==> src/rtl/core/bbr_pkg.sv <==
// shared constants, types and codes of the row box blur
`timescale 1ns / 1ps
package bbr_pkg;

	localparam int MAX_RADIUS  = 63;
	localparam int MAX_WIDTH   = 4096;
	localparam int PIX_W       = 8;
	localparam int RGB_W       = 3 * PIX_W;
	localparam int SUM_W       = 15;
	localparam int COL_W       = 12;
	localparam int RAD_W       = 6;
	localparam int WID_W       = 13;
	localparam int TAP_W       = RAD_W + 1;
	localparam int CFG_W       = WID_W;
	localparam int WIN_DEPTH   = 128;
	localparam int WIN_AW      = $clog2(WIN_DEPTH);
	localparam int Q_DEPTH     = 4;
	localparam int Q_AW        = $clog2(Q_DEPTH);
	localparam int Q_CW        = $clog2(Q_DEPTH + 1);
	localparam int RECIP_SHIFT = 24;
	localparam int RECIP_W     = RECIP_SHIFT + 1;
	localparam int DIV_IN_W    = SUM_W + 1;
	localparam int PROD_W      = DIV_IN_W + RECIP_W;
	localparam int QUO_W       = PROD_W - RECIP_SHIFT;

	typedef enum logic [0:0] {
		REG_RADIUS = 1'b0,
		REG_WIDTH  = 1'b1
	} reg_idx_t;

	typedef enum logic [1:0] {
		FR_RUN,
		FR_ENDROW,
		FR_FL_RD,
		FR_FL_EM
	} front_state_t;

	// effective configuration after clamping
	typedef struct packed {
		logic [RAD_W-1:0] radius;
		logic [TAP_W-1:0] taps;
		logic [WID_W-1:0] width;
	} cfg_t;

	// one output job handed from the front to the back
	typedef struct packed {
		logic [SUM_W-1:0] sum_red;
		logic [SUM_W-1:0] sum_green;
		logic [SUM_W-1:0] sum_blue;
		logic [COL_W-1:0] column;
		logic             last;
		logic             frame_end;
	} cmd_t;

endpackage

==> src/rtl/core/bbr_back.sv <==
// back end: rounded division by the window size and output register
`timescale 1ns / 1ps
module bbr_back (
	input  logic                        clk,
	input  logic                        arst_n,
	input  logic [bbr_pkg::RAD_W-1:0]   radius,
	input  logic [bbr_pkg::RECIP_W-1:0] recip,
	input  logic                        q_valid,
	input  bbr_pkg::cmd_t               q_cmd,
	output logic                        q_pop,
	output logic                        res_valid,
	input  logic                        res_ready,
	output logic [bbr_pkg::PIX_W-1:0]   out_red,
	output logic [bbr_pkg::PIX_W-1:0]   out_green,
	output logic [bbr_pkg::PIX_W-1:0]   out_blue,
	output logic [bbr_pkg::COL_W-1:0]   out_column,
	output logic                        run_last,
	output logic                        frame_end_out
);
	import bbr_pkg::*;

	logic               valid_s1;
	logic [PROD_W-1:0]  prod_r_s1, prod_g_s1, prod_b_s1;
	logic [COL_W-1:0]   col_s1;
	logic               last_s1, fend_s1;
	logic               out_valid_q;
	logic [PIX_W-1:0]   out_r_q, out_g_q, out_b_q;
	logic [COL_W-1:0]   out_col_q;
	logic               out_last_q, out_fend_q;
	logic               out_free, s1_adv, s1_free;

	// floor((2s + n) / 2n) equals floor((s + r) / n) for odd n
	function automatic logic [PROD_W-1:0] scale(input logic [SUM_W-1:0] s,
		input logic [RAD_W-1:0] r, input logic [RECIP_W-1:0] m);
		logic [DIV_IN_W-1:0] x;
		x = DIV_IN_W'(s) + DIV_IN_W'(r);
		return {{RECIP_W{1'b0}}, x} * {{DIV_IN_W{1'b0}}, m};
	endfunction

	function automatic logic [PIX_W-1:0] sat(input logic [PROD_W-1:0] p);
		logic [QUO_W-1:0] q;
		q = p[PROD_W-1:RECIP_SHIFT];
		return (q[QUO_W-1:PIX_W] != '0) ? {PIX_W{1'b1}} : q[PIX_W-1:0];
	endfunction

	assign out_free = !out_valid_q || res_ready;
	assign s1_adv   = valid_s1 && out_free;
	assign s1_free  = !valid_s1 || s1_adv;
	assign q_pop    = q_valid && s1_free;

	assign res_valid     = out_valid_q;
	assign out_red       = out_r_q;
	assign out_green     = out_g_q;
	assign out_blue      = out_b_q;
	assign out_column    = out_col_q;
	assign run_last      = out_last_q;
	assign frame_end_out = out_fend_q;

	always_ff @(posedge clk or negedge arst_n) begin
		if (!arst_n) begin
			valid_s1    <= 1'b0;
			out_valid_q <= 1'b0;
		end else begin
			if (s1_free) valid_s1 <= q_valid;
			if (out_free) out_valid_q <= valid_s1;
		end
	end

	always_ff @(posedge clk) begin
		if (q_pop) begin
			prod_r_s1 <= scale(q_cmd.sum_red, radius, recip);
			prod_g_s1 <= scale(q_cmd.sum_green, radius, recip);
			prod_b_s1 <= scale(q_cmd.sum_blue, radius, recip);
			col_s1    <= q_cmd.column;
			last_s1   <= q_cmd.last;
			fend_s1   <= q_cmd.frame_end;
		end
		if (s1_adv) begin
			out_r_q    <= sat(prod_r_s1);
			out_g_q    <= sat(prod_g_s1);
			out_b_q    <= sat(prod_b_s1);
			out_col_q  <= col_s1;
			out_last_q <= last_s1;
			out_fend_q <= fend_s1;
		end
	end

endmodule

==> config.mk <==
export PLATFORM = sky130hd
export DESIGN_NAME = bbr_back
export DESIGN_NICKNAME = d
export VERILOG_FILES = /design/src/rtl/core/bbr_pkg.sv /design/src/rtl/core/bbr_back.sv
export SDC_FILE = /design/constraint.sdc
export NUM_CORES = 2
export LEC_CHECK = 0
export ABC_AREA = 1
export BUFFER_PORTS_ARGS = -buffer_cell sky130_fd_sc_hd__buf_2
export CORE_UTILIZATION = 35
export DETAILED_ROUTE_END_ITERATION = 16
export HOLD_SLACK_MARGIN = 0.08
export PLACE_DENSITY_LB_ADDON = 0.25
export SKIP_CTS_REPAIR_TIMING = 1
export SYNTH_ARGS = -nofsm -noshare
export SYNTH_HDL_FRONTEND = slang
export SYNTH_SLANG_ARGS = --single-unit
==> constraint.sdc <==
create_clock -name clk -period 3.8 [get_ports clk]
set_input_delay 0 -clock clk [delete_from_list [all_inputs] [get_ports clk]]
set_output_delay 0 -clock clk [all_outputs]
set_load 0.01 [all_outputs]
==> impl_metrics.xml <==
<?xml version="1.0" encoding="UTF-8"?>
<metrics>
  <group name="critical_path">
    <metric name="timing.critical_path.mode_cell" unit="">fa_1</metric>
    <metric name="timing.setup.critical_path_class" unit="">in2reg</metric>
    <metric name="arrival" unit="ns">6.26</metric>
    <metric name="type_of_element_capturing_the_critical_path" unit="">flop</metric>
    <metric name="critical_path.max_fanout" unit="">7</metric>
    <metric name="max_incr_delay_on_cp" unit="ns">0.55</metric>
    <metric name="timing.critical_path.required" unit="ns">4.00</metric>
    <metric name="crit_path_start_kind" unit="">input pin</metric>
    <metric name="cp_slowest_cell" unit="">fa_1</metric>
  </group>
  <group name="timing">
    <metric name="maxSlewHeadroom" unit="%">46.5</metric>
    <metric name="max_freq" unit="MHz">165</metric>
    <metric name="timing.final.setup_violations" unit="">51</metric>
    <metric name="setup_ws" unit="ns">-2.25</metric>
    <metric name="finalClockSkew" unit="ns">0.0234</metric>
    <metric name="timing_hold_violations_final" unit="">0</metric>
    <metric name="grt_setup_unrepaired" unit="">yes</metric>
    <metric name="fin_crit_sh" unit="%">159</metric>
    <metric name="worst-slew-pin-transition" unit="ns">0.796</metric>
    <metric name="final.hold.worst_slack" unit="ns">0.259</metric>
    <metric name="timing.final.max_slew_violations" unit="">0</metric>
    <metric name="final_period_minus_worst_setup_slack" unit="ns">6.05</metric>
  </group>
  <group name="run_status">
    <metric name="run_status" unit="">finished, violations left</metric>
    <metric name="failed_checks" unit="">negative setup slack</metric>
  </group>
  <group name="routing">
    <metric name="drt_first_pass_iters" unit="">6</metric>
    <metric name="vias" unit="">40300</metric>
    <metric name="detail_route.drc_violations" unit="">0</metric>
    <metric name="detail_route.iter0.violations" unit="">2796</metric>
    <metric name="drt-total-wl" unit="um">159000</metric>
    <metric name="routedWlPerCell" unit="um">19.5</metric>
    <metric name="residual_antenna_violating_net_count_after_detailed_routing" unit="">0</metric>
    <metric name="vias_per_cell" unit="">4.93</metric>
  </group>
  <group name="global_route">
    <metric name="grt_first_pass_wirelength" unit="um">237000</metric>
    <metric name="grt_overflow_total" unit="">0</metric>
    <metric name="vias_in_the_first_global_route" unit="">40900</metric>
    <metric name="antenna_found_initial" unit="">10</metric>
    <metric name="groute.usage.overall" unit="%">24.4</metric>
    <metric name="largest_net_degree_at_the_start_of_global_routing" unit="">39</metric>
  </group>
  <group name="cts">
    <metric name="cts.clk_slew.worst_paths" unit="ns">0.09</metric>
    <metric name="root_buffer_cell" unit="">clkbuf_16</metric>
    <metric name="tritoncts_num_sinks" unit="">105</metric>
    <metric name="ctsHtreeMaxLevel" unit="">3</metric>
    <metric name="clk_latency" unit="ns">0.45</metric>
    <metric name="cts_tree" unit="">built</metric>
    <metric name="clock_path_buffers" unit="">2</metric>
    <metric name="numCtsBuffers" unit="">9</metric>
  </group>
  <group name="synthesis">
    <metric name="synth_fp_nets" unit="">7058</metric>
    <metric name="synth.top_cells.by_area" unit="">fa_1 43%, inv_1 12%, nand2_1 10%</metric>
    <metric name="synth_area_leader_cell" unit="">fa_1</metric>
    <metric name="synth_warnings" unit="">0</metric>
    <metric name="yosys_register_bits" unit="">105</metric>
    <metric name="yosysUniqueCellTypes" unit="">52</metric>
    <metric name="postSynth.asyncResetShare" unit="%">1.90</metric>
    <metric name="post_synth_most_frequent_cells" unit="">1445 x inv_1, 1180 x nand2_1, 960 x fa_1, 565 x nor2_1, 348 x ha_1</metric>
    <metric name="synth_top_flop_cell" unit="">edfxtp_1</metric>
    <metric name="synthesis.area" unit="um^2">44400</metric>
    <metric name="synth_enable_flop_cells" unit="">103</metric>
    <metric name="synth_most_common_cell" unit="">inv_1</metric>
    <metric name="synth_top_area_share" unit="%">43.2</metric>
    <metric name="postSynthAreaPerCell" unit="um^2">7.86</metric>
    <metric name="synth-seq-area-share" unit="%">7.07</metric>
    <metric name="synthesis.instances" unit="">5656</metric>
  </group>
  <group name="placed_design">
    <metric name="io_buffer_count" unit="">133</metric>
    <metric name="placed_cells" unit="">8033</metric>
    <metric name="place.gp.congestion" unit="">0.946</metric>
    <metric name="hpwl" unit="um">134000</metric>
  </group>
  <group name="cells_and_area">
    <metric name="finalNonFillerCells" unit="">8184</metric>
    <metric name="area.growth.synth_to_final" unit="%">35.3</metric>
    <metric name="fin_nets" unit="">7927</metric>
    <metric name="n_fill_cell" unit="">12200</metric>
    <metric name="finish.utilization" unit="%">47.8</metric>
    <metric name="drive_gt1_share" unit="%">29.8</metric>
  </group>
  <group name="worst_hold_path">
    <metric name="holdCritPathClass" unit="">in2reg</metric>
  </group>
  <group name="die">
    <metric name="io_pins" unit="">134</metric>
    <metric name="design.core.area" unit="um^2">126000</metric>
    <metric name="floorplan.initialDensity" unit="%">35.3</metric>
    <metric name="fp.dieH" unit="um">358</metric>
    <metric name="die_area" unit="um^2">128000</metric>
    <metric name="placementRows" unit="">130</metric>
    <metric name="die_w" unit="um">358</metric>
  </group>
  <group name="flow_run">
    <metric name="max_cap_viol_count" unit="">0</metric>
  </group>
</metrics>
==> critical path: cells and delay by family <==
family / cells / cell delay, ns
buffers and inverters: 9 / 0.88
adder cells (fa/ha/maj): 9 / 3.88
AO/OA/AOI/OAI: 1 / 0.13
AND/OR/NAND/NOR: 14 / 1.35
==> logic make-up (layout without fill, tap and decap cells) <==
family	count (synthesis)	count (layout)	share of synthesized area (%)
AND/OR/NAND/NOR	2248	2250	21.2
buffers and inverters	1685	2557	14.5
adder cells (fa/ha/maj)	1308	1308	53.0
AO/OA/AOI/OAI	286	286	3.65
flip-flops	105	105	7.07
XOR/XNOR	24	24	0.473
other	0	4	0
==> sequential cells by signal, indices dropped and copies added, names as in the netlist <==
signal,count
out_column,12
run_last,1
fend_s1,1
prod_g_s1,17
out_red,8
col_s1,12
valid_s1,1
frame_end_out,1
prod_r_s1,17
last_s1,1
out_green,8
prod_b_s1,17
out_blue,8
res_valid,1
==> cell usage in the layout (no fill, tap or decap), drive strengths merged, types with 12 or more instances in the layout <==
master and n:
clkbuf 18, nand2 1203, nor3 52, nand3 330
ha 348, o21bai 20, o21a 12, buf 1036
a21o 16, nand4 37, dlygate4sd3 20, inv 1457
xor2 19, a21oi 147, nor2 590, or2 20
clkinv 25, edfxtp 103, o21ai 74, fa 960
==> path summary, 6_finish.rpt <==
| path | from | endpoint | slack, ns | depth (start not counted) |
|---|---|---|---|---|
| setup / recovery | radius[0] | prod_r_s1[31] | -2.25 | 33 |
| hold / removal | q_cmd[3] | col_s1[1] | 0.26 | 2 |
| setup reg to reg | res_valid | prod_b_s1[28] | 1.60 | 4 |
| hold reg to reg | col_s1[4] | out_column[4] | 0.43 | 0 |
| max in group asynchronous | arst_n | res_valid | 3.25 | 3 |
| min in group asynchronous | arst_n | valid_s1 | 0.43 | 3 |
==> through the flow <==
step,setup WS [ns],TNS [ns],instance area (um^2)
floorplan,-2.06,-96.17,46000
global placement,-3.02,-142.31,55000
detailed placement,-2.99,-143.40,55000
CTS,-2.50,-119.27,55300
global route,-2.45,-118.54,60100
finish,-2.25,-108.64,60100
==> final cells by class <==
cell class,instances,area [um^2],area share (%)
multi-input combinational,3868,39300,65.3
timing repair buffer,1065,9710,16.1
inverter,1474,5600,9.32
sequential,105,3140,5.23
tap,1650,2060,3.43
clock buffer,9,225,0.375
clock inverter,7,83.8,0.139
timing repair inverter,2,20.0,0.0333
antenna,4,10.0,0.0166
==> routing by layer <==
metal | global-route usage, % | part of all wire (%)
met1 | 32.7 | 42
met3 | 5.39 | 8.4
met5 | 0 | 0.052
met4 | 8.03 | 3.6
met2 | 39.0 | 46
Power is left out: the tool's default activity adds up to more than one toggle a clock period on the data nets, which glitch-free logic cannot reach.
