==> src/rtl/core/bbr_pkg.sv <==
// shared constants, types and codes of the row box blur
`timescale 1ns / 1ps
package bbr_pkg;

	localparam int MAX_RADIUS  = 63;
	localparam int MAX_WIDTH   = 4096;
	localparam int PIX_W       = 8;
	localparam int RGB_W       = 3 * PIX_W;
	localparam int SUM_W       = 15;
	localparam int COL_W       = 12;
	localparam int RAD_W       = 6;
	localparam int WID_W       = 13;
	localparam int TAP_W       = RAD_W + 1;
	localparam int CFG_W       = WID_W;
	localparam int WIN_DEPTH   = 128;
	localparam int WIN_AW      = $clog2(WIN_DEPTH);
	localparam int Q_DEPTH     = 4;
	localparam int Q_AW        = $clog2(Q_DEPTH);
	localparam int Q_CW        = $clog2(Q_DEPTH + 1);
	localparam int RECIP_SHIFT = 24;
	localparam int RECIP_W     = RECIP_SHIFT + 1;
	localparam int DIV_IN_W    = SUM_W + 1;
	localparam int PROD_W      = DIV_IN_W + RECIP_W;
	localparam int QUO_W       = PROD_W - RECIP_SHIFT;

	typedef enum logic [0:0] {
		REG_RADIUS = 1'b0,
		REG_WIDTH  = 1'b1
	} reg_idx_t;

	typedef enum logic [1:0] {
		FR_RUN,
		FR_ENDROW,
		FR_FL_RD,
		FR_FL_EM
	} front_state_t;

	// effective configuration after clamping
	typedef struct packed {
		logic [RAD_W-1:0] radius;
		logic [TAP_W-1:0] taps;
		logic [WID_W-1:0] width;
	} cfg_t;

	// one output job handed from the front to the back
	typedef struct packed {
		logic [SUM_W-1:0] sum_red;
		logic [SUM_W-1:0] sum_green;
		logic [SUM_W-1:0] sum_blue;
		logic [COL_W-1:0] column;
		logic             last;
		logic             frame_end;
	} cmd_t;

endpackage

==> src/rtl/core/bbr_queue.sv <==
// small job queue between front and back
`timescale 1ns / 1ps
module bbr_queue (
	input  logic          clk,
	input  logic          arst_n,
	input  logic          push,
	input  bbr_pkg::cmd_t cmd_in,
	output logic          ready,
	output logic          valid,
	output bbr_pkg::cmd_t cmd_out,
	input  logic          pop
);
	import bbr_pkg::*;

	cmd_t            entry_q [Q_DEPTH];
	logic [Q_AW-1:0] wr_ptr_q, rd_ptr_q;
	logic [Q_CW-1:0] count_q;
	logic            do_push, do_pop;

	assign ready   = count_q != Q_CW'(Q_DEPTH);
	assign valid   = count_q != '0;
	assign cmd_out = entry_q[rd_ptr_q];
	assign do_push = push && ready;
	assign do_pop  = pop && valid;

	always_ff @(posedge clk or negedge arst_n) begin
		if (!arst_n) begin
			wr_ptr_q <= '0;
			rd_ptr_q <= '0;
			count_q  <= '0;
		end else begin
			if (do_push) wr_ptr_q <= wr_ptr_q + Q_AW'(1);
			if (do_pop) rd_ptr_q <= rd_ptr_q + Q_AW'(1);
			if (do_push && !do_pop) begin
				count_q <= count_q + Q_CW'(1);
			end else if (do_pop && !do_push) begin
				count_q <= count_q - Q_CW'(1);
			end
		end
	end

	always_ff @(posedge clk) begin
		if (do_push) entry_q[wr_ptr_q] <= cmd_in;
	end

endmodule

==> config.mk <==
export PLATFORM = sky130hd
export DESIGN_NAME = bbr_queue
export DESIGN_NICKNAME = d
export VERILOG_FILES = /design/src/rtl/core/bbr_pkg.sv /design/src/rtl/core/bbr_queue.sv
export SDC_FILE = /design/constraint.sdc
export NUM_CORES = 1
export LEC_CHECK = 0
export BUFFER_PORTS_ARGS = -buffer_cell sky130_fd_sc_hd__buf_4
export CAP_MARGIN = 20
export CORE_MARGIN = 2
export CORE_UTILIZATION = 33
export CTS_CLUSTER_DIAMETER = 100
export DETAILED_ROUTE_END_ITERATION = 10
export GPL_TIMING_DRIVEN = 0
export PLACE_DENSITY = 0.48
export SYNTH_ARGS = -nofsm -noshare
export SYNTH_HDL_FRONTEND = slang
export SYNTH_SLANG_ARGS = --single-unit
==> constraint.sdc <==
create_clock -name clk -period 5.05 [get_ports clk]
set_input_delay 0.7575 -clock clk [delete_from_list [all_inputs] [get_ports clk]]
set_output_delay 0.7575 -clock clk [all_outputs]
set_load 0.02 [all_outputs]
==> results of run 1 <==
[state kept, by name, indices dropped and copies added (netlist names)]
signal    cells
entry_q     236
wr_ptr_q      2
count_q       3
rd_ptr_q      2
[where the power goes]
group / switching, mW / leakage (nW) / internal (mW)
logic: 1.30 / 1.22 / 1.15
clock network: 0.757 / 0.458 / 1.28
registers: 0.0907 / 2.24 / 2.67
[path summary, 6_finish.rpt]
kind	start	end	cells past startpoint
max	rd_ptr_q[1]	cmd_out[9]	4
min	arst_n	count_q[0]	1
max reg2reg	count_q[1]	count_q[2]	8
min reg2reg	count_q[2]	count_q[2]	1
max in group asynchronous	arst_n	count_q[1]	1
min in group clk	cmd_in[45]	entry_q[1][45]	1
[metrics by stage]
step | setup slack [ns] | total power [mW] | std cells | area, µm² | utilization, %
2_1_floorplan | 2.17 | 4.35 | 344 | 8990 | -
3_3_place_gp | 0.659 | 5.28 | 808 | 10300 | 38.5
3_5_place_dp | 2.64 | 5.33 | 812 | 10500 | 38.9
4_1_cts | 2.15 | 7.40 | 862 | 11400 | 42.5
5_1_grt | 2.09 | 7.60 | 862 | 11400 | 42.5
6_report | 2.27 | 7.24 | 862 | 11400 | 42.5
[final cells by class]
class                   instances  area [µm²]  area share [%]
plain buffers                  14         165            1.45
clock buffers                  33         728            6.38
clock inverters                17         221            1.94
inverters                       3        11.3          0.0987
multi-input cells              84        1560            13.7
flip-flops and latches        243        7260            63.6
well taps                     341         427            3.74
repair buffers                127        1030            9.06
[Yosys cell counts (all sizes together)]
master,instances,share of area (%)
and2,4,0.28
nand3,1,0.056
a21boi,1,0.13
ha,5,0.70
fa,1,0.22
or3,1,0.070
clkbuf,1,0.042
buf,13,1.8
xor2,2,0.19
nand2,2,0.084
xnor2,4,0.39
inv,3,0.13
edfxtp,236,79
dfrtp,7,1.9
nor2,2,0.084
mux4,59,15
mux2,2,0.25
[layout by cell type, fill, tap and decap left out, types with 4 or more instances in the layout]
cell type    n
and2_4       4
buf_4      123
clkbuf_16   27
bufinv_16    5
mux4_2      58
clkbuf_1     4
edfxtp_1   236
xnor2_1      4
clkinv_2     4
dfrtp_1      7
buf_2        6
ha_1         5
buf_12       6
buf_16       4
[layer usage]
layer  up-vias  global-route usage (%)  part of all wire [%]
met1      2095                    14.1                    41
met3        33                    3.06                   5.4
met5         -                       0                     0
li1       1789                       -                     -
met2       114                    21.4                    51
met4         0                    3.49                   2.4
[kinds of logic (layout without fill, tap and decap cells)]
logic type      count (synthesis)  after routing
fa+ha+maj                       6              6
mux                            61             61
xor+xnor                        6              6
simple gates                   10             10
compound gates                  1              1
buf+inv                        17            194
flops                         243            243
==> summary.md, run 1 <==
| Metric | Value |
|---|---|
| Status | finished, final reports clean |
| Clk Latency, worst-skew pair | 0.53 ns |
| Final min period | 2.78 ns |
| Netlist cell types | 20 |
| Hold Vio Cnt, Final | 0 |
| Initial antenna violation count | 0 |
| FP Rows | 60 |
| H-tree depth | 1 |
| CP required | 4.29 ns |
| Clock Path Buffers | 3 |
| Clock sinks | 243 |
| Postcts setup bufs | 0 |
| Clk root buf | clkbuf_16 |
| Wire length per cell | 19.6 µm |
| Slowest library cell on the worst path | mux4_2 |
| Largest net degree at the start of global routing | 41 |
| Final wirelength | 16,900 µm |
| Die W | 169 µm |
| First-pass GRT wire length | 25,700 µm |
| Filler cells | 2,374 |
| Number of port buffers | 123 |
| Total number of vias | 4,031 |
| Yosys reg bits | 243 |
| WP buf/inv | 3 |
| Worst path top cell family by delay | buffers and inverters |
| Pre-antenna DRT Iters | 4 |
| Cell Pwr Density | 635 nW/µm² |
| Slew Limit Fails | 0 |
| # diodes | 0 |
| # DRC | 0 |
| Max-capacitance violation count | 0 |
| Crit path DAT | 2.03 ns |
| Routability Congestion | 0.682 |
| Kind of critical path | reg -> out |
| HPWL Detailed | 10,100 µm |
| CTS tree | built |
| Area grow syn2layout | 26.9% |
| Clock skew | 0.0153 ns |
| Core footprint | 26,900 µm² |
| Period utilisation layout | 55.1% |
| DRT iter0 DRCs | 213 |
| CTS buffer count | 27 |
| Vias in the first global route | 4,491 |
| Gr ovfl total | 0 |
| CP Launch Type | flip-flop |
| Setup violators final | 0 |
| Simple-Gate Fraction of Synth Area | 0.571% |
| Unrepaired setup endpoints after global routing | false |
| Hold slack | 0.0262 ns |
| Syn_nets | 413 |
| Synthesized instance count | 344 |
| Die H | 169 µm |
| CP Cell Sequence | clkbuf_1 -> buf_2 -> mux4_2 -> buf_4 |
| Post-route ant nets | 0 |
| R2R Setup Slk | 2.90 ns |
| Hold Buf Count CTS | 0 |
| Clk pin slew, worst setup/hold paths | 0.06 ns |
| Crit-path max FO | 10 |
| Mean area per synthesized cell | 26.1 µm² |
| YS warnings | 0 |
| Mux share of post-synthesis cell area | 15.1% |
| Worst stage delay on the critical path | 0.38 ns |
| DIE AREA | 28,600 µm² |
| Largest family of logic cells by synthesized area | multiplexers |
| Pleak | 3.92 nW |
| FMAX | 359 MHz |
| Rel. slew slack | 69.2% |
| HP Class | in -> async |
| GRT Overall Usage | 11.9% |
| Maximum vdd drop | 0.300 mV |
| Io pins | 124 |
| Post-Synth Adder-Cell Area | 0.918% |
| Share of post-route cells with drive strength above 1 | 47.8% |
| Worst Tran Pin Value | 0.463 ns |
| Cts repair resizes | 0 |
| Sequential area share after synthesis | 80.8% |
| Initial Util | 33.5% |
| Crit. End Element | primary output |
| Post-synthesis compound-gate area fraction | 0.125% |
| Final nets | 569 |
| Post-Synth XOR/XNOR Area | 0.584% |
| Setup TNS | 0 ns |
| Via density | 4.68 |
| Mapped cell area | 8990 µm² |
No activity file was read; power rests on OpenSTA's default activity.
==> inputs of run 2 (changes only) <==
- clock period: 5.05 -> 2.8 ns (I/O delays scaled with it)
==> summary.md, run 2 (synthesis gave the netlist of run 1 again) <==
| Metric | Value |
|---|---|
| Status | finished, final reports clean |
| CP required | 2.38 ns |
| Initial Util | 33.5% |
| Pre-antenna DRT Iters | 4 |
| Wire length per cell | 19.6 µm |
| Area grow syn2layout | 27.0% |
| H-tree depth | 1 |
| Vias in the first global route | 4,497 |
| FP Rows | 60 |
| CP Launch Type | flip-flop |
| Max FFs per register | 236 |
| FMAX | 409 MHz |
| Worst R2R End | count_q[2] |
| Clock power frac | 28.1% |
| R2R Setup Slk | 0.65 ns |
| Total number of vias | 4,036 |
| Post-route ant nets | 0 |
| Setup TNS | 0 ns |
| GRT Overall Usage | 11.9% |
| Crit path launch | rd_ptr_q[1] |
| Number of port buffers | 123 |
| HP Class | in -> reg |
| Cell Pwr Density | 1140 nW/µm² |
| Io pins | 124 |
| Initial antenna violation count | 0 |
| Design Area, Final | 11,400 µm² |
| Final wirelength | 16,900 µm |
| Period utilisation layout | 87.4% |
| Max-capacitance violation count | 0 |
| Routability Congestion | 0.682 |
| DIE AREA | 28,600 µm² |
| # DRC | 0 |
| Final WS setup | 0.354 ns |
| Clock sinks | 243 |
| HPWL Detailed | 10,100 µm |
| Crit. End Element | primary output |
| Seq pwr share | 38.1% |
| Int Pwr | 9.18 mW |
| Worst Tran Pin Value | 0.463 ns |
| Die W | 169 µm |
| Kind of critical path | reg -> out |
| Register Area | 7260 µm² |
| Clock skew | 0.0153 ns |
| Setup violators final | 0 |
| DRT iter0 DRCs | 243 |
| Psw | 3.88 mW |
| Via density | 4.68 |
| Core footprint | 26,900 µm² |
| Largest Register | entry_q |
| # diodes | 0 |
| Hold Vio Cnt, Final | 0 |
| Worst R2R Path Depth | 8 |
| Combinational Power Share | 33.8% |
| Crit path DAT | 2.03 ns |
| Pleak | 3.93 nW |
| Top Registers | entry_q: 236 flops, count_q: 3 flops |
| Worst Setup EP | cmd_out[9] |
| Leading cell types in the layout, fill and taps excluded | 236 x edfxtp_1, 123 x buf_4, 58 x mux4_2 |
| Clk root buf | clkbuf_16 |
| Commonest non-fill, non-tap cell in the layout | edfxtp_1 |
| Critical R2R Launch | count_q[1] |
| First-pass GRT wire length | 25,700 µm |
| Clk Latency, worst-skew pair | 0.53 ns |
| Unrepaired setup endpoints after global routing | false |
| Postcts setup bufs | 0 |
| Crit-path max FO | 10 |
| Clock Path Buffers | 3 |
| Largest net degree at the start of global routing | 41 |
| Die H | 169 µm |
| Maximum vdd drop | 0.542 mV |
| Final min period | 2.45 ns |
| Switching share of power | 29.7% |
| Rel. slew slack | 69.2% |
| CTS buffer count | 27 |
| Multi-input combinational cell area | 1560 µm² |
| Area post-placement | 10,500 µm² |
| Filler cells | 2,373 |
| Gr ovfl total | 0 |
| Final nets | 570 |
| Share of post-route cells with drive strength above 1 | 47.7% |
| CTS tree | built |
| Place WS | 0.642 ns |
| Slew Limit Fails | 0 |
| Clk pin slew, worst setup/hold paths | 0.06 ns |
## run 2: cell types whose count changed in the layout (fill, tap and decap cells not counted)
cell,delta
dlygate4sd3_1,+1
## run 2: how the worst min path moves through the flow
| stage | from | end | slack [ns] | cells after the start |
|---|---|---|---|---|
| 2_1_floorplan | arst_n | count_q[0] | 0.12 | 0 |
| 3_3_place_gp | arst_n | wr_ptr_q[0] | 0.24 | 1 |
| 3_5_place_dp | arst_n | wr_ptr_q[0] | 0.24 | 1 |
| 4_1_cts | cmd_in[33] | entry_q[2][33] | 0.06 | 1 |
| 5_1_grt | cmd_in[32] | entry_q[1][32] | 0.07 | 1 |
| 6_report | cmd_in[45] | entry_q[1][45] | 0.09 | 1 |
## run 2: per-layer routing
layer  GRT usage [%]  vias up  wire length, µm
met5               0        -                0
met4            3.49        0              409
met3            3.06       33              915
met2            21.4      114             8650
met1            14.1     2098             6960
li1                -     1791                -
## run 2: power by group through the flow
| stage | clock network [mW] | logic [mW] | registers, mW |
|---|---|---|---|
| 2_1_floorplan | 0 | 2.81 | 5.04 |
| 3_3_place_gp | 0 | 4.41 | 5.11 |
| 3_5_place_dp | 0 | 4.55 | 5.06 |
| 4_1_cts | 3.79 | 4.57 | 4.98 |
| 5_1_grt | 3.92 | 4.75 | 5.03 |
| 6_report | 3.67 | 4.42 | 4.97 |
## run 2: layout make-up
cell class,count,area share [%]
sequential,243,63.6
tap,341,3.74
buffer,14,1.45
multi-input combinational,84,13.7
clock inverter,17,1.94
clock buffer,33,6.38
inverter,3,0.0986
timing repair buffer,128,9.14
## run 2: critical path, cell delays in order (launching register included)
cell and delay [ns]:
dfrtp_1 0.32, clkbuf_1 0.26, buf_2 0.36, mux4_2 0.38
buf_4 0.18
## run 2: metrics by stage
stage	hold WS [ns]	total power, mW	instances	util, %
6_report	0.0884	13.1	863	42.5
5_1_grt	0.0675	13.7	863	42.5
4_1_cts	0.0577	13.3	863	42.5
3_5_place_dp	0.237	9.61	812	38.9
3_3_place_gp	0.237	9.51	808	38.5
2_1_floorplan	0.124	7.85	344	-
## run 2: repair_timing
action	CTS	global route
hold buffers	1	0
hold endpoints to repair	7	0
resized for setup	0	0
==> inputs of run 3 (changes only) <==
- CORE_UTILIZATION: 33 -> 57
- PLACE_DENSITY: 0.48 -> 0.76
==> summary.md, run 3 (synthesis gave the netlist of run 1 again) <==
| Metric | Value |
|---|---|
| R2R Setup Slk | 0.55 ns |
| Hold Vio Cnt, Final | 0 |
| Post-route ant nets | 0 |
| Core footprint | 15,300 µm² |
| Unrepaired setup endpoints after global routing | false |
| Max FFs per register | 236 |
| Worst Tran Pin Value | 0.499 ns |
| Setup TNS | 0 ns |
| Die W | 130 µm |
| HP Class | in -> reg |
| Wire length per cell | 21.2 µm |
| Area post-placement | 10,300 µm² |
| H-tree depth | 1 |
| Area grow syn2layout | 23.4% |
| Pleak | 3.86 nW |
| Clk Latency, worst-skew pair | 0.50 ns |
| Postcts setup bufs | 0 |
| Hold endpoint | entry_q[3][16] |
| First-pass GRT wire length | 23,300 µm |
| Hold Buf Count CTS | 1 |
| Max-capacitance violation count | 0 |
| Post-route insts no fill | 724 |
| Design Area, Final | 11,100 µm² |
| Via density | 5.52 |
| Clock skew | 0.00679 ns |
| Rel. slew slack | 66.7% |
| Largest Register | entry_q |
| DIE AREA | 16,800 µm² |
| CTS tree | built |
| Pre-antenna DRT Iters | 4 |
| Final min period | 2.39 ns |
| Filler cells | 902 |
| FMAX | 418 MHz |
| Crit. End Element | primary output |
| # DRC | 0 |
| DRT iter0 DRCs | 236 |
| Final nets | 567 |
| Period utilisation layout | 85.5% |
| FP Rows | 45 |
| Cell Pwr Density | 1130 nW/µm² |
| Clk root buf | clkbuf_16 |
| Kind of critical path | reg -> out |
| Crit path DAT | 1.97 ns |
| HPWL Detailed | 9320 µm |
| Critical R2R Launch | count_q[1] |
| Hold Crit Depth | 1 |
| Slew Limit Fails | 0 |
| Setup violators final | 0 |
| Total number of vias | 3,994 |
| GRT Overall Usage | 18.7% |
| Cts repair resizes | 0 |
| Maximum vdd drop | 0.704 mV |
| Initial antenna violation count | 0 |
| Vias in the first global route | 4,339 |
| Largest net degree at the start of global routing | 42 |
| Number of port buffers | 123 |
| Share of post-route cells with drive strength above 1 | 46.6% |
| Clk pin slew, worst setup/hold paths | 0.06 ns |
| Initial Util | 58.7% |
| Crit-path max FO | 10 |
| Worst R2R End | count_q[2] |
| Final wirelength | 15,300 µm |
| Routability Congestion | 0.715 |
| Die H | 130 µm |
| Io pins | 124 |
| Top Registers | entry_q: 236 flops, count_q: 3 flops |
| CTS buffer count | 24 |
| CP required | 2.38 ns |
| Clock Path Buffers | 3 |
| Hold path start | cmd_in[16] |
| # diodes | 0 |
| Worst R2R Path Depth | 8 |
| Placed cell count | 682 |
| Final design utilization | 72.4% |
| CP Launch Type | flip-flop |
| Gr ovfl total | 0 |
| Leading cell types in the layout, fill and taps excluded | 236 x edfxtp_1, 123 x buf_4, 58 x mux4_2 |
| Clock sinks | 243 |
| Commonest non-fill, non-tap cell in the layout | edfxtp_1 |
| Status | finished, final reports clean |
| Tot Pwr | 12.6 mW |
## run 3: changes by cell type in the layout (fill, tap and decap cells not counted)
cell        change
clkbuf_8        -3
clkinvlp_4      -3
buf_12          +2
buf_16          -2
clkbuf_16       -2
inv_6           -2
bufinv_16       -1
clkbuf_1        +1
clkinv_2        +1
## run 3: metrics by stage
step | setup WS, ns | hold WS [ns]
floorplan | 0.208 | 0.124
global placement | -0.927 | 0.237
detailed placement | 0.589 | 0.243
CTS | 0.337 | 0.0976
global route | 0.283 | 0.103
finish | 0.407 | 0.116
## run 3: final cells by class
type                    instances  area, µm²  area share (%)
flip-flops and latches        243       7260            65.5
clock buffers                  29        641            5.78
well taps                     211        264            2.38
clock inverters                12        156            1.41
multi-input cells              84       1560            14.1
repair buffers                128       1030            9.27
plain buffers                  14        165            1.49
inverters                       3       11.3           0.102
## run 3: report_power, final
| group | internal [mW] | switching, mW | leakage, nW |
|---|---|---|---|
| clock | 1.98 | 1.25 | 0.394 |
| sequential | 4.81 | 0.174 | 2.24 |
| combinational | 2.06 | 2.30 | 1.22 |
| total | 8.85 | 3.72 | 3.86 |
## run 3: worst max path at each step
stage,start,to,slack [ns],depth (start not counted)
final,rd_ptr_q[1],cmd_out[58],0.41,4
after global routing,rd_ptr_q[1],cmd_out[51],0.28,4
after global placement,push,entry_q[3][31],-0.93,3
after CTS,rd_ptr_q[1],cmd_out[32],0.34,4
after detailed placement,count_q[1],count_q[2],0.59,8
after floorplan,count_q[0],entry_q[2][0],0.21,3
## run 3: routing by layer
metal	routed length (µm)	track usage, %	up-vias
li1	-	-	1778
met1	6450	26.1	2066
met2	7550	30.4	128
met3	1070	4.00	22
met4	277	5.44	0
met5	0	0	-
## run 3: critical path, cell delays in order (launching register included)
cell and delay, ns:
dfrtp_1 0.32, clkbuf_1 0.26, buf_2 0.35, mux4_2 0.37, buf_4 0.17
