**src/rtl/core/bbr_pkg.sv**
```systemverilog
// shared constants, types and codes of the row box blur
`timescale 1ns / 1ps
package bbr_pkg;

	localparam int MAX_RADIUS  = 63;
	localparam int MAX_WIDTH   = 4096;
	localparam int PIX_W       = 8;
	localparam int RGB_W       = 3 * PIX_W;
	localparam int SUM_W       = 15;
	localparam int COL_W       = 12;
	localparam int RAD_W       = 6;
	localparam int WID_W       = 13;
	localparam int TAP_W       = RAD_W + 1;
	localparam int CFG_W       = WID_W;
	localparam int WIN_DEPTH   = 128;
	localparam int WIN_AW      = $clog2(WIN_DEPTH);
	localparam int Q_DEPTH     = 4;
	localparam int Q_AW        = $clog2(Q_DEPTH);
	localparam int Q_CW        = $clog2(Q_DEPTH + 1);
	localparam int RECIP_SHIFT = 24;
	localparam int RECIP_W     = RECIP_SHIFT + 1;
	localparam int DIV_IN_W    = SUM_W + 1;
	localparam int PROD_W      = DIV_IN_W + RECIP_W;
	localparam int QUO_W       = PROD_W - RECIP_SHIFT;

	typedef enum logic [0:0] {
		REG_RADIUS = 1'b0,
		REG_WIDTH  = 1'b1
	} reg_idx_t;

	typedef enum logic [1:0] {
		FR_RUN,
		FR_ENDROW,
		FR_FL_RD,
		FR_FL_EM
	} front_state_t;

	// effective configuration after clamping
	typedef struct packed {
		logic [RAD_W-1:0] radius;
		logic [TAP_W-1:0] taps;
		logic [WID_W-1:0] width;
	} cfg_t;

	// one output job handed from the front to the back
	typedef struct packed {
		logic [SUM_W-1:0] sum_red;
		logic [SUM_W-1:0] sum_green;
		logic [SUM_W-1:0] sum_blue;
		logic [COL_W-1:0] column;
		logic             last;
		logic             frame_end;
	} cmd_t;

endpackage

```
**src/rtl/core/bbr_recip.sv**
```systemverilog
// iterative divider that forms the reciprocal of the window size
`timescale 1ns / 1ps
module bbr_recip (
	input  logic                       clk,
	input  logic                       arst_n,
	input  logic                       kick,
	input  logic [bbr_pkg::TAP_W-1:0]  taps,
	output logic                       busy,
	output logic [bbr_pkg::RECIP_W-1:0] recip
);
	import bbr_pkg::*;

	localparam int CNT_W = $clog2(RECIP_W + 1);

	logic                start_q;
	logic [CNT_W-1:0]    cnt_q;
	logic [RECIP_W-1:0]  quo_q;
	logic [TAP_W-1:0]    rem_q;
	logic [TAP_W:0]      trial;
	logic                fits;
	logic [TAP_W-1:0]    rem_d;
	logic [RECIP_W-1:0]  dividend;

	// ceil(2^24 / n) as floor((2^24 + n - 1) / n)
	assign dividend = {1'b1, {RECIP_SHIFT{1'b0}}} + RECIP_W'(taps) - RECIP_W'(1);
	assign trial    = {rem_q, quo_q[RECIP_W-1]};
	assign fits     = trial >= {1'b0, taps};
	assign rem_d    = fits ? TAP_W'(trial - {1'b0, taps}) : TAP_W'(trial);
	assign busy     = start_q || (cnt_q != '0);
	assign recip    = quo_q;

	always_ff @(posedge clk or negedge arst_n) begin
		if (!arst_n) begin
			start_q <= 1'b1;
			cnt_q   <= '0;
		end else begin
			start_q <= kick;
			if (start_q) begin
				cnt_q <= CNT_W'(RECIP_W);
			end else if (cnt_q != '0) begin
				cnt_q <= cnt_q - CNT_W'(1);
			end
		end
	end

	always_ff @(posedge clk) begin
		if (start_q) begin
			quo_q <= dividend;
			rem_q <= '0;
		end else if (cnt_q != '0) begin
			quo_q <= {quo_q[RECIP_W-2:0], fits};
			rem_q <= rem_d;
		end
	end

endmodule

```
**config.mk**
```make
export PLATFORM = sky130hd
export DESIGN_NAME = bbr_recip
export DESIGN_NICKNAME = d
export VERILOG_FILES = /design/src/rtl/core/bbr_pkg.sv /design/src/rtl/core/bbr_recip.sv
export SDC_FILE = /design/constraint.sdc
export NUM_CORES = 1
export LEC_CHECK = 0
export ABC_AREA = 1
export ABC_CLOCK_PERIOD_IN_PS = 2250
export BUFFER_PORTS_ARGS = -buffer_cell sky130_fd_sc_hd__buf_2
export CORE_AREA = 2 2 87 89
export DETAILED_ROUTE_END_ITERATION = 7
export DIE_AREA = 0 0 89 91
export HOLD_SLACK_MARGIN = 0.02
export PLACE_DENSITY = 0.53
export SYNTH_ARGS = -nofsm -noshare
export SYNTH_HDL_FRONTEND = slang
export SYNTH_SLANG_ARGS = --single-unit
```
**constraint.sdc**
```tcl
create_clock -name clk -period 2.25 [get_ports clk]
set_clock_uncertainty 0.05 [all_clocks]
set_input_delay 0.45 -clock clk [delete_from_list [all_inputs] [get_ports clk]]
set_output_delay 0.45 -clock clk [all_outputs]
set_load 0.005 [all_outputs]
```
==> key figures, run 1 <==
Status
  – Status: finished, final reports clean

Floorplan
  – Die area: slightly above 8000 µm²
  – I/O pin count: 36
  – Core area: 7140 µm²
  – Die Wd: 89 µm
  – Die H: just over 90 µm
  – Initial core utilization: 0.296
  – # rows: 31

Logic synthesis
  – Number of distinct library cells after synthesis: 30
  – Yosys Warn Count: 0
  – Mapped Area: approximately 2100 µm²
  – Net Count, Synth: 282
  – Post-Syn Area per Cell: between 8 and 9 µm²
  – Seq/Total Area, Yosys: 0.493
  – Flops & latches, synth: 38
  – Cell count after synthesis: 261

GRT
  – First-pass GRT wire length: 7740 µm
  – GR Util All Layers: 0.121
  – Largest net degree at the start of global routing: 27
  – Vias in the first global route: 1714
  – GR Overflow Total: 0
  – Initial antenna violation count: 0

Power and ir drop
  – Sw Share: 0.341
  – Cell Pwr Density: 877 nW/µm²
  – Leak pwr: 1.37 nW
  – Combinational share of power: 0.341
  – Cell-internal power: 0.00147 W
  – Peak VDD IR: 0.261 mV
  – Clock network fraction of design power: 0.254
  – Switch Pwr: 0.000762 W
  – Sequential share of power: 0.405

Placed design
  – DP Area: ~2400 µm²
  – Number of port buffers: 35
  – DP HPWL: 3570 µm
  – GP Congestion: 0.851

Final layout
  – Commonest cells after routing, fill and taps aside: 88 x nand2_1, 37 x inv_1, 35 x buf_2
  – Multi-input gate area: 893 µm²
  – Antenna Cells: 0
  – NumNets Final: around 330
  – Filler cells: 771
  – Fraction of layout instances using a drive strength above 1: 0.187
  – Commonest non-fill, non-tap cell in the layout: nand2_1
  – Post-route design area: around 2500 µm²
  – Fin util: 0.357
  – Area delta synth->final: 20.5%
  – Register area: 1040 µm²

Clock network
  – Total CTS buffers: 5
  – Max clock buf depth: 2
  – Reg clk slew, reported paths: 0.08 ns
  – Clock Sinks: 38
  – Clock latency on the worst-skew pair: around 0.29 ns
  – Root buffer cell: clkbuf_8
  – Setup bufs post-CTS: 0
  – CTS tree: built
  – H-tree Lvls: 2

Critical path
  – RR Endpoint: rem_q[1]
  – Reg2reg setup slack: 0.27 ns
  – Crit-path cells: inv_1, ha_1, nand2_1, nor2_2, inv_2, nor2_2, inv_1, buf_2
  – CP max stage cell: dfrtp_1
  – Worst r2r src: recip[24]
  – CP required: between 1.5 and 2 ns
  – Startpoint Class: flop
  – Worst setup path category: flop to output pin
  – Worst-path maximum fanout: 4
  – Cells on worst reg2reg path: 14
  – Critical Path End Type: output pin
  – Worst Path Arrival: roughly 1.6 ns
  – Max stage delay on crit path: 0.37 ns

Worst hold path
  – Hold crit path type: input port to flop
  – Worst Hold Launch: kick
  – Hold EP: start_q
  – Hold path depth: 1

Drt
  – TritonRoute pass-1 iters: 4
  – Met1 Wirelength: around 2200 µm
  – WL final: 4660 µm
  – DR iter-0 viols: 72
  – Final antenna-violating net count: 0
  – Max Used Layer: met4
  – Met2 wire length: roughly 2200 µm
  – DRC Markers: 0
  – Met3 wire length: just under 200 µm
  – DR vias: 1780
  – Routed wire per std cell: 11.5 µm
  – Post-DR vias/cell: 4.41

STA
  – Final hold violations: 0
  – Max-slew violations: 0
  – Rel. slew slack: 0.702
  – Setup TNS: 0 ns
  – Endpoints failing setup: 0
  – Worst slew pin tran: 0.445 ns
  – Crit share post-route: 0.937
  – Max Freq: 474 MHz
  – Hold Worst Slack: 0.206 ns
  – RSZ-0062 raised after global routing: false
  – Post-layout min period: 2.11 ns

Flow run
  – Maxcap violations: 0
critical path, delay by kind of cell (launching register included):
family                     cells  cell delay (ns)
and+or+nand+nor                3             0.38
DFF                            1             0.37
buffers and inverters          4             0.37
adders and majority gates      1             0.20
final cells by class:
cell class,instances,area share
clock buffers,7,0.0300
clock inverters,1,0.0118
flip-flops and latches,38,0.409
inverters,38,0.0560
repair buffers,43,0.0934
multi-input cells,178,0.351
well taps,99,0.0486
timing repair:
item / CTS / global route
setup endpoints to repair: 0 / 1
endpoints found under the hold margin: 5 / 0
hold buffers: 1 / 0
resized for setup: 0 / 1
routing by layer:
metal,vias up,GRT usage
met3,5,0.0227
met2,35,0.197
met5,-,0
met4,0,0.0423
li1,923,-
met1,817,0.158
Yosys cell counts (all sizes together):
master   n  area (µm²)
nand2   90         343
inv     38         143
edfxtp  25         751
nor2    24        95.1
nand3   18        90.1
o21ai   11        55.1
ha      10         125
dfxtp    7         140
a21oi    6        41.3
dfrtp    5         125
buf      4        26.3
nand4    4        25.0
a31oi    3        18.8
clkbuf   3        11.3
nor3     2        10.0
o31ai    2        15.0
or2      2        12.5
xnor2    2        17.5
dfstp    1        26.3
fa       1        20.0
o21a     1        7.51
o22ai    1        6.26
xor2     1        8.76
worst max-delay path by stage:
stage,from,slack [ns],cells after the start,endpoint
floorplan,cnt_q[0],0.36,7,busy
global placement,taps[0],0.14,13,rem_q[4]
detailed placement,taps[0],0.10,14,rem_q[1]
CTS,cnt_q[0],0.06,8,busy
global route,cnt_q[0],0.0005,8,busy
finish,cnt_q[0],0.14,8,busy
kinds of logic (layout without fill, tap and decap cells):
kind of cell	count (synthesis)	after routing	share of synthesized area
AOI/OAI and AO/OA	24	24	0.0681
xor gates and xnor gates	3	3	0.0124
adders and majority gates	11	11	0.0687
buffers and inverters	45	89	0.0853
DFF	38	38	0.493
and+or+nand+nor	140	140	0.272
stage by stage:
stage	cells	setup WS [ns]	total power, W
2_1_floorplan	261	0.358	0.00152
3_3_place_gp	395	0.142	0.00169
3_5_place_dp	395	0.104	0.00169
4_1_cts	404	0.0585	0.00226
5_1_grt	404	0.000474	0.00242
6_report	404	0.142	0.00223
registers in the layout, summed over array words and instances, names as in the netlist:
| register | flops |
|---|---|
| cnt_q | 5 |
| recip | 25 |
| start_q | 1 |
| rem_q | 7 |
power groups by stage:
stage / Sequential [W] / Combinational, W / Clock, W
after CTS: 0.000903 / 0.000774 / 0.000582
after global routing: 0.000919 / 0.000892 / 0.000606
final: 0.000904 / 0.000761 / 0.000567
after floorplan: 0.000903 / 0.000616 / 0
after global placement: 0.000921 / 0.000766 / 0
after detailed placement: 0.000918 / 0.000769 / 0
(Power assumes the default switching activity.)
==> run 2: changes to the inputs <==
--- a/config.mk
+++ b/config.mk
@@ -9,6 +9,7 @@
 export ABC_CLOCK_PERIOD_IN_PS = 2250
 export BUFFER_PORTS_ARGS = -buffer_cell sky130_fd_sc_hd__buf_2
 export CORE_AREA = 2 2 87 89
+export CTS_BUF_LIST = sky130_fd_sc_hd__clkbuf_8
 export DETAILED_ROUTE_END_ITERATION = 7
 export DIE_AREA = 0 0 89 91
 export HOLD_SLACK_MARGIN = 0.02
==> run 2 against run 1 <==
Routed wire length hardly changed. Worst setup slack worse by 0.00089 ns. Final cell count did not move. Clock power is 1% lower. Critical path type unchanged. Worst hold slack lost 0.00061 ns. Non-clock buffer count unchanged. Critical path depth unchanged. Sequential cell count stayed put. Die area did not move. Combinational power barely moved.
==> key figures, run 2 (synthesis gave the netlist of run 1 again) <==
Clock network
  – H-tree Lvls: 2 (unchanged)
  – Root buffer cell: clkbuf_8 (unchanged)
  – Clock latency on the worst-skew pair: 0.29 ns (about the same)
  – CTS tree: built (unchanged)
  – Clock Sinks: 38 (unchanged)
  – Max clock buf depth: 2 (unchanged)
  – Reg clk slew, reported paths: 0.08 ns (about the same)
  – Total CTS buffers: 5 (unchanged)

GRT
  – First-pass GRT wire length: 7740 µm (unchanged)
  – GR Overflow Total: 0 (unchanged)
  – Largest net degree at the start of global routing: 27 (unchanged)
  – Initial antenna violation count: 0 (unchanged)
  – Vias in the first global route: 1714 (unchanged)
  – GR Util All Layers: 0.121 (unchanged)

STA
  – RSZ-0062 raised after global routing: false (unchanged)
  – Setup TNS: 0 ns (unchanged)
  – Max Freq: 474 MHz (about the same)
  – Post-layout min period: 2.11 ns (about the same)
  – Max-slew violations: 0 (unchanged)
  – Crit share post-route: 0.937 (about the same)
  – Rel. slew slack: 0.702 (unchanged)
  – Worst slew pin tran: 0.445 ns (about the same)
  – Endpoints failing setup: 0 (unchanged)
  – Final hold violations: 0 (unchanged)
  – Hold Worst Slack: 0.205 ns (was 0.206 ns)

Floorplan
  – # rows: 31 (unchanged)
  – Die H: 91 µm (unchanged)
  – Die area: 8100 µm² (unchanged)
  – Die Wd: 89 µm (unchanged)
  – Core area: 7140 µm² (unchanged)
  – Initial core utilization: 0.296 (unchanged)
  – I/O pin count: 36 (unchanged)

Final layout
  – Antenna Cells: 0 (unchanged)
  – Area delta synth->final: 20.5% (unchanged)
  – Max reg flops: 25 (unchanged)
  – Fraction of layout instances using a drive strength above 1: 0.187 (unchanged)
  – Commonest non-fill, non-tap cell in the layout: nand2_1 (unchanged)
  – Post-route design area: 2550 µm² (unchanged)
  – Commonest cells after routing, fill and taps aside: 88 x nand2_1, 39 x inv_1, 35 x buf_2 (was 88 x nand2_1, 37 x inv_1, 35 x buf_2)
  – NumNets Final: 325 (unchanged)
  – Fin util: 0.357 (unchanged)
  – Filler cells: 771 (unchanged)

Drt
  – TritonRoute pass-1 iters: 4 (unchanged)
  – Routed wire per std cell: 11.5 µm (about the same)
  – DR iter-0 viols: 73 (was 72)
  – DR vias: 1777 (was 1780)
  – Post-DR vias/cell: 4.40 (was 4.41)
  – Final antenna-violating net count: 0 (unchanged)
  – WL final: 4660 µm (about the same)
  – DRC Markers: 0 (unchanged)

Critical path
  – Max stage delay on crit path: 0.37 ns (about the same)
  – Startpoint Class: flop (unchanged)
  – Crit-path cells: inv_1, ha_1, nand2_1, nor2_2, inv_2, nor2_2, inv_1, buf_2 (unchanged)
  – Critical Path End Type: output pin (unchanged)
  – CP max stage cell: dfrtp_1 (unchanged)
  – CP required: 1.75 ns (about the same)
  – CP bufs+invs: 4 (unchanged)
  – Crit-path leading delay family: simple AND/OR/NAND/NOR gates (unchanged)
  – Worst-path maximum fanout: 4 (unchanged)
  – Worst setup path category: flop to output pin (unchanged)
  – Worst Path Arrival: 1.61 ns (about the same)

Placed design
  – DP Area: 2430 µm² (unchanged)
  – GP Congestion: 0.851 (unchanged)
  – Number of port buffers: 35 (unchanged)
  – DP HPWL: 3570 µm (unchanged)

Flow run
  – Maxcap violations: 0 (unchanged)

Worst hold path
  – Hold crit path type: input port to flop (unchanged)

Power and ir drop
  – Cell Pwr Density: 873 nW/µm² (was 877 nW/µm²)
  – Peak VDD IR: 0.261 mV (about the same)
  – Leak pwr: 1.38 nW (was 1.37 nW)

Status
  – Status: finished, final reports clean (unchanged)
run 2: report_power, final:
part	internal, W	switching (W)
combinational	0.000301	0.000461
clock	0.000323	0.000236
sequential	0.000838	0.0000657
total	0.00146	0.000763
run 2: final timing paths:
path                                 from  endpoint  slack (ns)  depth (start not counted)
worst min register to register   rem_q[4]  rem_q[4]        0.43                          2
min in group asynchronous          arst_n  cnt_q[1]        0.46                          2
worst min-delay path                 kick   start_q        0.21                          1
max in group asynchronous          arst_n   start_q        1.48                          2
worst max register to register  recip[24]  rem_q[1]        0.27                         14
worst max-delay path             cnt_q[0]      busy        0.14                          8
run 2: layout make-up:
| type | count | area (µm²) | area share |
|---|---|---|---|
| Timing Repair Buffer | 43 | 238 | 0.0934 |
| Tap cell | 99 | 124 | 0.0486 |
| Inverter | 38 | 143 | 0.0560 |
| Clock buffer | 5 | 68.8 | 0.0270 |
| Multi-Input combinational cell | 178 | 893 | 0.351 |
| Clock inverter | 3 | 37.5 | 0.0147 |
| Sequential cell | 38 | 1040 | 0.409 |
run 2: metal layers:
metal | wire, µm | global-route usage | part of all wire | vias to the layer above
li1 | - | - | - | 923
met1 | 2240 | 0.158 | 0.48 | 814
met2 | 2160 | 0.197 | 0.46 | 35
met3 | 197 | 0.0227 | 0.042 | 5
met4 | 64 | 0.0423 | 0.014 | 0
met5 | 0 | 0 | 0 | -
run 2: repair_timing:
action	in CTS	in global routing
endpoints found under the hold margin	5	0
gates resized for setup	0	1
endpoints found under the setup margin	0	1
hold buffers	1	0
setup buffers	0	0
run 2: stage by stage:
stage                     total power, W  instances  worst slack, ns
after CTS                        0.00225        404           0.0579
after global placement           0.00169        395            0.142
after detailed placement         0.00169        395            0.104
final                            0.00222        404            0.141
after global routing             0.00241        404         0.000313
after floorplan                  0.00152        261            0.358
==> run 3: changes to the inputs <==
--- a/config.mk
+++ b/config.mk
@@ -14,6 +14,7 @@
 export DIE_AREA = 0 0 89 91
 export HOLD_SLACK_MARGIN = 0.02
 export PLACE_DENSITY = 0.53
+export REMOVE_ABC_BUFFERS = 1
 export SYNTH_ARGS = -nofsm -noshare
 export SYNTH_HDL_FRONTEND = slang
 export SYNTH_SLANG_ARGS = --single-unit
==> run 3 against run 2 <==
Design area shrank 0.15%. Fmax increased by 3.2%. Critical path depth is the same. Power is 4.3% lower. Combinational power grew 1%. Non-clock buffer count rose by 1. Via count is 0.23% higher.
==> key figures, run 3 (synthesis gave the netlist of run 1 again) <==
STA
  – Final hold violations: 0 (unchanged)
  – Rel. slew slack: 0.711 (was 0.702)
  – Max Freq: 489 MHz (was 474 MHz)
  – Post-layout min period: 2.04 ns (was 2.11 ns)
  – RSZ-0062 raised after global routing: false (unchanged)
  – Setup TNS: 0 ns (unchanged)
  – Crit share post-route: 0.908 (was 0.937)
  – Max-slew violations: 0 (unchanged)
  – Endpoints failing setup: 0 (unchanged)
  – Hold Worst Slack: 0.202 ns (was 0.205 ns)
  – Worst slew pin tran: 0.433 ns (was 0.445 ns)

Final layout
  – Area delta synth->final: 20.3% (was 20.5%)
  – Filler cells: 809 (was 771)
  – Fin cells: 405 (was 404)
  – NumNets Final: 326 (was 325)
  – Fraction of layout instances using a drive strength above 1: 0.199 (was 0.187)
  – Max reg flops: 25 (unchanged)
  – Commonest cells after routing, fill and taps aside: 88 x nand2_1, 37 x inv_1, 35 x buf_2 (was 88 x nand2_1, 39 x inv_1, 35 x buf_2)
  – Commonest non-fill, non-tap cell in the layout: nand2_1 (unchanged)
  – Antenna Cells: 0 (unchanged)

Critical path
  – Worst Path Arrival: 1.54 ns (was 1.61 ns)
  – Crit-path cells: inv_1, ha_2, nand2_1, nor2_4, inv_2, nor2_4, inv_1, buf_2 (was inv_1, ha_1, nand2_1, nor2_2, inv_2, nor2_2, inv_1, buf_2)
  – Cells on worst reg2reg path: 13 (was 14)
  – Crit-path leading delay family: flip-flops (was simple AND/OR/NAND/NOR gates)
  – CP bufs+invs: 4 (unchanged)
  – Startpoint Class: flop (unchanged)
  – Worst setup path category: flop to output pin (unchanged)
  – Worst-path maximum fanout: 3 (was 4)
  – Critical Path End Type: output pin (unchanged)
  – Worst r2r src: recip[24] (unchanged)
  – Reg2reg setup slack: 0.25 ns (was 0.27 ns)
  – Max stage delay on crit path: 0.38 ns (was 0.37 ns)
  – CP required: 1.75 ns (about the same)
  – CP max stage cell: dfrtp_1 (unchanged)
  – RR Endpoint: rem_q[4] (was rem_q[1])
  – Crit path from: cnt_q[1] (was cnt_q[0])

Placed design
  – # placed instances: 396 (was 395)
  – GP Congestion: 0.855 (was 0.851)
  – DP HPWL: 3650 µm (was 3570 µm)
  – Number of port buffers: 35 (unchanged)

Floorplan
  – Die H: 91 µm (unchanged)
  – Initial core utilization: 0.296 (unchanged)
  – I/O pin count: 36 (unchanged)
  – Die Wd: 89 µm (unchanged)
  – Core area: 7140 µm² (unchanged)
  – # rows: 31 (unchanged)
  – Die area: 8100 µm² (unchanged)

Worst hold path
  – Worst Hold Launch: kick (unchanged)
  – Hold path depth: 1 (unchanged)
  – Hold crit path type: input port to flop (unchanged)
  – Hold EP: start_q (unchanged)

GRT
  – Largest net degree at the start of global routing: 22 (was 27)
  – Vias in the first global route: 1702 (was 1714)
  – Initial antenna violation count: 0 (unchanged)
  – GR Overflow Total: 0 (unchanged)
  – GR Util All Layers: 0.127 (was 0.121)
  – First-pass GRT wire length: 8220 µm (was 7740 µm)

Clock network
  – Clock Sinks: 38 (unchanged)
  – H-tree Lvls: 2 (unchanged)
  – CTS tree: built (unchanged)
  – Reg clk slew, reported paths: 0.07 ns (was 0.08 ns)
  – Total CTS buffers: 5 (unchanged)
  – Max clock buf depth: 2 (unchanged)
  – Clock latency on the worst-skew pair: 0.29 ns (about the same)
  – Root buffer cell: clkbuf_8 (unchanged)
  – Setup bufs post-CTS: 0 (unchanged)

Drt
  – Post-DR vias/cell: 4.40 (about the same)
  – Routed wire per std cell: 11.6 µm (was 11.5 µm)
  – Final antenna-violating net count: 0 (unchanged)
  – DR vias: 1781 (was 1777)
  – TritonRoute pass-1 iters: 4 (unchanged)
  – WL final: 4720 µm (was 4660 µm)
  – DR iter-0 viols: 108 (was 73)
  – DRC Markers: 0 (unchanged)

Power and ir drop
  – Peak VDD IR: 0.207 mV (was 0.261 mV)
  – Leak pwr: 1.37 nW (was 1.38 nW)
  – Cell Pwr Density: 837 nW/µm² (was 873 nW/µm²)

Flow run
  – Maxcap violations: 0 (unchanged)

Status
  – Status: finished, final reports clean (unchanged)
==> run 3: changes by cell type in the layout (fill, tap and decap cells not counted), sizes merged <==
cell | previous run | this run
inv | 40 | 39
bufinv | 1 | 0
buf | 42 | 43
clkinv | 0 | 2
==> run 3: worst max path at each step <==
stage                     to  slack (ns)  depth (start not counted)
finish                  busy        0.21                          8
global route            busy       0.008                          8
CTS                     busy        0.02                          8
detailed placement  rem_q[4]        0.09                         13
global placement    recip[0]        0.13                         12
floorplan               busy        0.26                          7
==> run 3: final cells by class <==
cell class	count	area [µm²]	share of cell area
repair buffers	44	245	0.0965
clock inverters	3	13.8	0.00541
inverters	38	143	0.0561
flip-flops and latches	38	1040	0.410
clock buffers	5	68.8	0.0271
multi-input cells	178	906	0.356
well taps	99	124	0.0487
==> run 3: metal layers <==
| layer | GRT usage | wire (µm) | vias to the layer above |
|---|---|---|---|
| met1 | 0.181 | 2420 | 826 |
| li1 | - | - | 924 |
| met4 | 0.0423 | 75 | 0 |
| met3 | 0.0227 | 152 | 6 |
| met5 | 0 | 0 | - |
| met2 | 0.192 | 2070 | 25 |
==> run 3: where the power goes <==
group / leakage (nW) / total [W] / internal, W / switching, W
clock network: 0.0491 / 0.000451 / 0.000210 / 0.000241
registers: 0.417 / 0.000908 / 0.000838 / 0.0000696
logic: 0.903 / 0.000770 / 0.000301 / 0.000468
==> run 3: through the flow <==
stage / setup WS (ns) / total power (W) / utilization / area [µm²]
4_1_cts: 0.0177 / 0.00215 / 0.354 / 2530
3_3_place_gp: 0.132 / 0.00169 / 0.341 / 2430
5_1_grt: 0.00802 / 0.00233 / 0.356 / 2540
6_report: 0.206 / 0.00213 / 0.356 / 2540
3_5_place_dp: 0.0949 / 0.00169 / 0.341 / 2430
2_1_floorplan: 0.263 / 0.00150 / - / 2080
==> run 3: what timing repair did <==
action / in CTS / in global routing
setup endpoints to repair: 0 / 1
hold endpoints to repair: 5 / 0
hold buffers: 1 / 0
gates resized for setup: 0 / 5
